==> src/design/fcc_pkg.sv <==
// ---------------------------------------------------------------------------
// fcc_pkg
// Shared constants, types and the byte-wide CRC-16/MODBUS update used by
// the four-channel frame block.
// ---------------------------------------------------------------------------
package fcc_pkg;

  localparam int CHANNELS      = 4;
  localparam int VALUE_W       = 16;
  localparam int BYTE_W        = 8;
  localparam int PAYLOAD_BYTES = CHANNELS * VALUE_W / BYTE_W;
  localparam int PAYLOAD_W     = PAYLOAD_BYTES * BYTE_W;
  localparam int CRC_W         = 16;
  localparam int FRAME_LEN     = PAYLOAD_BYTES + CRC_W / BYTE_W;
  localparam int FRAME_W       = FRAME_LEN * BYTE_W;
  localparam int IDX_W         = $clog2(FRAME_LEN);

  localparam logic [CRC_W-1:0] CRC_INIT = 16'hFFFF;
  localparam logic [CRC_W-1:0] CRC_POLY = 16'hA001;
  localparam logic [IDX_W-1:0] IDX_LAST = IDX_W'(FRAME_LEN - 1);

  // payload bytes in wire order plus the running crc
  typedef struct packed {
    logic [PAYLOAD_W-1:0] payload;
    logic [CRC_W-1:0]     crc;
  } fcc_frame_t;

  // one byte through the reflected crc, lsb first
  function automatic logic [CRC_W-1:0] crc_byte(input logic [CRC_W-1:0] crc_in,
                                                input logic [BYTE_W-1:0] data);
    logic [CRC_W-1:0] acc;
    acc = crc_in ^ {{(CRC_W-BYTE_W){1'b0}}, data};
    for (int b = 0; b < BYTE_W; b++) begin
      if (acc[0]) begin
        acc = (acc >> 1) ^ CRC_POLY;
      end else begin
        acc = acc >> 1;
      end
    end
    return acc;
  endfunction

endpackage

==> src/design/fcc_crc_pipe.sv <==
// ---------------------------------------------------------------------------
// fcc_crc_pipe
// Eight-stage crc pipeline: each stage folds one payload byte into the
// crc. Stages advance independently, so bubbles collapse under stall.
// ---------------------------------------------------------------------------
module fcc_crc_pipe
  import fcc_pkg::*;
(
  input  logic                 clk,
  input  logic                 rst,
  input  logic                 in_valid,
  output logic                 in_ready,
  input  logic [PAYLOAD_W-1:0] in_payload,
  output logic                 out_valid,
  input  logic                 out_ready,
  output fcc_frame_t           out_frame
);

  localparam int STAGES = PAYLOAD_BYTES;

  logic       valid [STAGES];
  fcc_frame_t stage [STAGES];
  logic       ready [STAGES+1];

  // per-stage ready, from the back of the pipe
  always_comb begin
    ready[STAGES] = out_ready;
    for (int k = STAGES - 1; k >= 0; k--) begin
      ready[k] = !valid[k] || ready[k+1];
    end
  end

  // valid bits
  always_ff @(posedge clk) begin
    if (rst) begin
      for (int k = 0; k < STAGES; k++) begin
        valid[k] <= 1'b0;
      end
    end else begin
      if (ready[0]) begin
        valid[0] <= in_valid;
      end
      for (int k = 1; k < STAGES; k++) begin
        if (ready[k]) begin
          valid[k] <= valid[k-1];
        end
      end
    end
  end

  // data path: stage k folds byte k into the crc
  always_ff @(posedge clk) begin
    if (ready[0] && in_valid) begin
      stage[0].payload <= in_payload;
      stage[0].crc     <= crc_byte(CRC_INIT, in_payload[BYTE_W-1:0]);
    end
    for (int k = 1; k < STAGES; k++) begin
      if (ready[k] && valid[k-1]) begin
        stage[k].payload <= stage[k-1].payload;
        stage[k].crc     <= crc_byte(stage[k-1].crc,
                                     stage[k-1].payload[k*BYTE_W +: BYTE_W]);
      end
    end
  end

  assign in_ready  = ready[0];
  assign out_valid = valid[STAGES-1];
  assign out_frame = stage[STAGES-1];

endmodule

==> src/design/four_channel_frame_with_crc16.sv <==
// ---------------------------------------------------------------------------
// four_channel_frame_with_crc16
// Frames four 16-bit channel values as ten bytes ending in a CRC-16/MODBUS.
// ---------------------------------------------------------------------------
// Each accepted word of four channel values leaves as ten frame bytes, one
// per cycle while frame_stall is low: each value low byte then high byte in
// channel order, then the CRC-16/MODBUS (init 0xFFFF, reflected poly 0xA001,
// no final xor) over those eight bytes, low byte first, with last_byte set
// on the tenth byte. The crc is built in an eight-stage pipeline, one byte
// per stage. With the serialiser idle, the first byte of a frame passes
// through the eight pipeline stages, the frame holding register and then the
// output register. Sustained throughput is set by the byte-wide output port;
// the pipeline keeps taking words while a frame is being sent.
// No state persists between words.
module four_channel_frame_with_crc16
  import fcc_pkg::*;
(
  input  logic               clk,
  input  logic               rst,
  input  logic               value_valid,
  output logic               value_stall,
  input  logic [VALUE_W-1:0] value_0,
  input  logic [VALUE_W-1:0] value_1,
  input  logic [VALUE_W-1:0] value_2,
  input  logic [VALUE_W-1:0] value_3,
  output logic               frame_valid,
  input  logic               frame_stall,
  output logic [BYTE_W-1:0]  frame_byte,
  output logic               last_byte
);

  logic           pipe_in_ready;
  logic           pipe_valid;
  logic           pipe_ready;
  fcc_frame_t     pipe_frame;

  logic [FRAME_W-1:0] frame;
  logic [IDX_W-1:0]   idx;
  logic               busy;
  logic               load_out;
  logic               frame_done;

  // crc pipeline
  fcc_crc_pipe u_crc_pipe (
    .clk        (clk),
    .rst        (rst),
    .in_valid   (value_valid),
    .in_ready   (pipe_in_ready),
    .in_payload ({value_3, value_2, value_1, value_0}),
    .out_valid  (pipe_valid),
    .out_ready  (pipe_ready),
    .out_frame  (pipe_frame)
  );

  assign value_stall = !pipe_in_ready;

  // serialiser handshake
  assign load_out   = !frame_valid || !frame_stall;
  assign frame_done = busy && load_out && (idx == IDX_LAST);
  assign pipe_ready = !busy || frame_done;

  // serialiser control
  always_ff @(posedge clk) begin
    if (rst) begin
      busy <= 1'b0;
      idx  <= '0;
    end else if (pipe_valid && pipe_ready) begin
      busy <= 1'b1;
      idx  <= '0;
    end else if (frame_done) begin
      busy <= 1'b0;
    end else if (busy && load_out) begin
      idx <= idx + 1'b1;
    end
  end

  // frame holding register
  always_ff @(posedge clk) begin
    if (pipe_valid && pipe_ready) begin
      frame <= {pipe_frame.crc, pipe_frame.payload};
    end
  end

  // output register
  always_ff @(posedge clk) begin
    if (rst) begin
      frame_valid <= 1'b0;
    end else if (load_out) begin
      frame_valid <= busy;
    end
  end

  always_ff @(posedge clk) begin
    if (load_out && busy) begin
      frame_byte <= frame[idx*BYTE_W +: BYTE_W];
      last_byte  <= (idx == IDX_LAST);
    end
  end

  // checks
  a_idx_range: assert property (@(posedge clk) disable iff (rst)
    busy |-> idx <= IDX_LAST)
    else $error("frame byte index out of range");

  a_handoff_start: assert property (@(posedge clk) disable iff (rst)
    (pipe_valid && pipe_ready) |=> (busy && idx == '0))
    else $error("new frame did not start at byte zero");

  a_last_marked: assert property (@(posedge clk) disable iff (rst)
    frame_done |=> (frame_valid && last_byte))
    else $error("tenth byte not marked last");

  a_no_overlap: assert property (@(posedge clk) disable iff (rst)
    (busy && !frame_done) |-> !pipe_ready)
    else $error("pipeline handed over a frame mid-send");

endmodule

==> config.mk <==
export PLATFORM = sky130hd
export DESIGN_NAME = four_channel_frame_with_crc16
export DESIGN_NICKNAME = d
export VERILOG_FILES = /design/src/design/fcc_pkg.sv /design/src/design/fcc_crc_pipe.sv /design/src/design/four_channel_frame_with_crc16.sv
export SDC_FILE = /design/constraint.sdc
export NUM_CORES = 1
export LEC_CHECK = 0
export BUFFER_PORTS_ARGS = -buffer_cell sky130_fd_sc_hd__buf_2
export CAP_MARGIN = 0
export CORE_UTILIZATION = 25
export DETAILED_ROUTE_END_ITERATION = 10
export PLACE_DENSITY = 0.42
export SETUP_SLACK_MARGIN = 0.2
export SKIP_CTS_REPAIR_TIMING = 1
export SLEW_MARGIN = 20
export SYNTH_ARGS = -nofsm -noshare
export SYNTH_HDL_FRONTEND = slang
export SYNTH_SLANG_ARGS = --single-unit
==> constraint.sdc <==
create_clock -name clk -period 8.9 [get_ports clk]
set_input_delay 0.89 -clock clk [delete_from_list [all_inputs] [get_ports clk]]
set_output_delay 0.89 -clock clk [all_outputs]
set_load 0.005 [all_outputs]
==> out/results.ini <==
[sta]
setup_viol = 0
setup_slack_ns = 4.33
rsz0062_at_grt = no
fmax_ghz = 0.219
hold_viol_final = 0
finalCritPeriodShare_pct = 51.4
fin_tns_setup_ns = 0
drv_slew = 0
period_minus_slack_ns = 4.57
tightest_slew_ns = 0.990
finClkSkew_ns = 0.0240
relSlewSlack_pct = 34.0

[critical_path]
crit_chain = inv_1, ha_1, nand3b_1, inv_1, a211oi_2, and3_1, and2_1, buf_2
cpMaxStageDelayCell = dfxtp_1
crit_family = flip-flops
crit_start = idx[1]
crit_buf_inv = 3
reg2reg_from = idx[1]
path_max_fanout = 20
arrival_ns = 3.68
path_common_cell = inv_1
max_stage_delay_ns = 0.90
end_kind = primary output
critical_path_class = reg2out
start_kind = flip-flop
cp.required_ns = 8.01

[clock_network]
clk-insertion-delay-late_ns = 0.61
clk_pin_slew_ns = 0.06
clkSinkCount = 737
clk_path_buf_depth = 3
cts_root_buf = clkbuf_16
h-tree-depth = 3
numCtsBuffers = 74
cts_tree = built

[grt]
grt_pass1_vias = 9736
grt_max_degree = 82
grt_first_pass_wirelength_mm = 59.6
grt-ovfl-total = 0
grt_usage_pct = 7.96
antenna_found_initial = 1

[placed_design]
pre_cts_ws_ns = 4.84
place_congestion = 0.719
dpl.hpwl_mm = 25.9
port_buffers = 78

[floorplanning]
die_w_um = 316
core_region_area_um2 = 97300
initial_utilization_pct = 25.4
dieHeight_um = 316
ioPinCount = 79
num_rows = 114
fp.dieArea_um2 = 100000

[routing]
postRouteAntennaNets = 0
drc = 0
viasPerCell = 3.57
vias = 8929
first_iter_violations = 514
drt_wl_total_mm = 39.3
first_pass_iters = 5
routedWlPerCell_um = 15.7

[min_path]
hp-class = reg2reg
hp-start = u_crc_pipe.stage[4][9]

[logic_synthesis]
seq_area_frac_synth_pct = 89.3
synth_nets = 1076
yosysWarningCount = 0
syn_inst = 1006
ys.flop_type = edfxtp_1
synth_cell_types = 38
synth_edf_count = 731
syn-cell-area_um2 = 24700
async_reset_ff_share_pct = 0
ys_ff_latch = 737
syn_avg_cell_area_um2 = 24.6

[cells_and_area]
final_nets = 1236
drive_gt1_share_pct = 19.5
postLayoutCoreUtil_pct = 30.1
area_growth_pct = 18.5
diodes = 0

[power_and_ir_drop]
p_leak_nw = 9.27
power_density_nw_per_um2 = 244
ir_drop_v = 0.000139

[run]
drv_cap = 0

[outcome]
outcome = complete, no violations

==> kinds of logic after synthesis <==
| group | count (synthesis) | share of synthesized area, % |
|---|---|---|
| flip-flops | 737 | 89.3 |
| XOR/XNOR | 158 | 6.80 |
| AND/OR/NAND/NOR | 47 | 1.04 |
| AO/OA/AOI/OAI | 27 | 0.744 |
| multiplexers | 25 | 1.82 |
| buffers and inverters | 10 | 0.182 |
| adder cells (fa/ha/maj) | 2 | 0.101 |
==> per-layer routing <==
layer,global-route usage (%),share of wire [%],vias up
li1,-,-,4277
met5,0,0.025,-
met4,3.43,2.2,2
met2,13.3,50,136
met3,1.84,4.2,62
met1,9.83,44,4452
==> state kept, by name, indices dropped and copies added (netlist names) <==
signal and cells:
busy 1, frame 80, frame_byte 8, frame_valid 1, idx 4, last_byte 1
u_crc_pipe.stage 634, u_crc_pipe.valid 8
==> cells in the mapped netlist (all sizes together), types with 2 or more instances <==
cell type  instances  area, µm²
a211oi             3       27.5
a21boi             3       22.5
a22oi              8       60.1
and2               6       37.5
buf                4       22.5
clkbuf             3       11.3
dfxtp              6        120
edfxtp           731      22000
ha                 2       25.0
inv                3       11.3
mux2i              9       90.1
mux4              16        360
nand2              5       18.8
nand2b             2       12.5
nand3              3       15.0
nand3b             3       22.5
nand4              2       12.5
nor2              11       41.3
nor2b             10       62.6
nor3b              2       15.0
o21ai              9       45.0
or2                2       12.5
xnor2             92        881
xnor3              9        208
xor2              52        470
xor3               5        121
==> worst paths after layout <==
check,end,slack [ns],depth (start not counted)
max reg2reg,u_crc_pipe.stage[0][73],5.03,8
min,u_crc_pipe.stage[5][1],0.40,0
max,value_stall,4.33,8
min reg2reg,u_crc_pipe.stage[5][1],0.40,0
==> where the power goes <==
| part | switching [mW] | internal (mW) |
|---|---|---|
| clock | 1.25 | 1.81 |
| combinational | 0.101 | 0.0914 |
| sequential | 0.0235 | 3.87 |
| total | 1.38 | 5.77 |
==> cell usage in the layout, fill, tap and decap left out, types with 6 or more instances in the layout <==
master      instances
xor2_1             50
dfxtp_1             6
bufinv_16           8
o21ai_0             9
nor2b_1             7
nor2_1             11
edfxtp_1          731
a22oi_1             8
mux2i_1             9
clkbuf_1           14
clkinv_2            6
clkinv_1           14
xnor2_1            85
buf_4              10
mux4_2             16
clkinvlp_4          6
clkbuf_16          76
buf_2              78
==> metrics by stage <==
stage               hold WS, ns  cells  area (µm²)  power (mW)
finish                    0.403   2498       29300        7.15
global route              0.405   2498       29300        7.41
CTS                       0.398   2496       29200        7.28
detailed placement        0.405   2364       26800        4.17
global placement          0.404   2364       26800        4.16
floorplan                 0.400   1006       24700        4.10
==> area by class of cell <==
class,count,area (µm²)
flip-flops and latches,737,22100
repair buffers,91,532
clock inverters,42,460
clock buffers,90,1950
inverters,3,11.3
multi-input cells,259,2650
well taps,1276,1600
fillers,9467,68000
(Power assumes the default switching activity.)
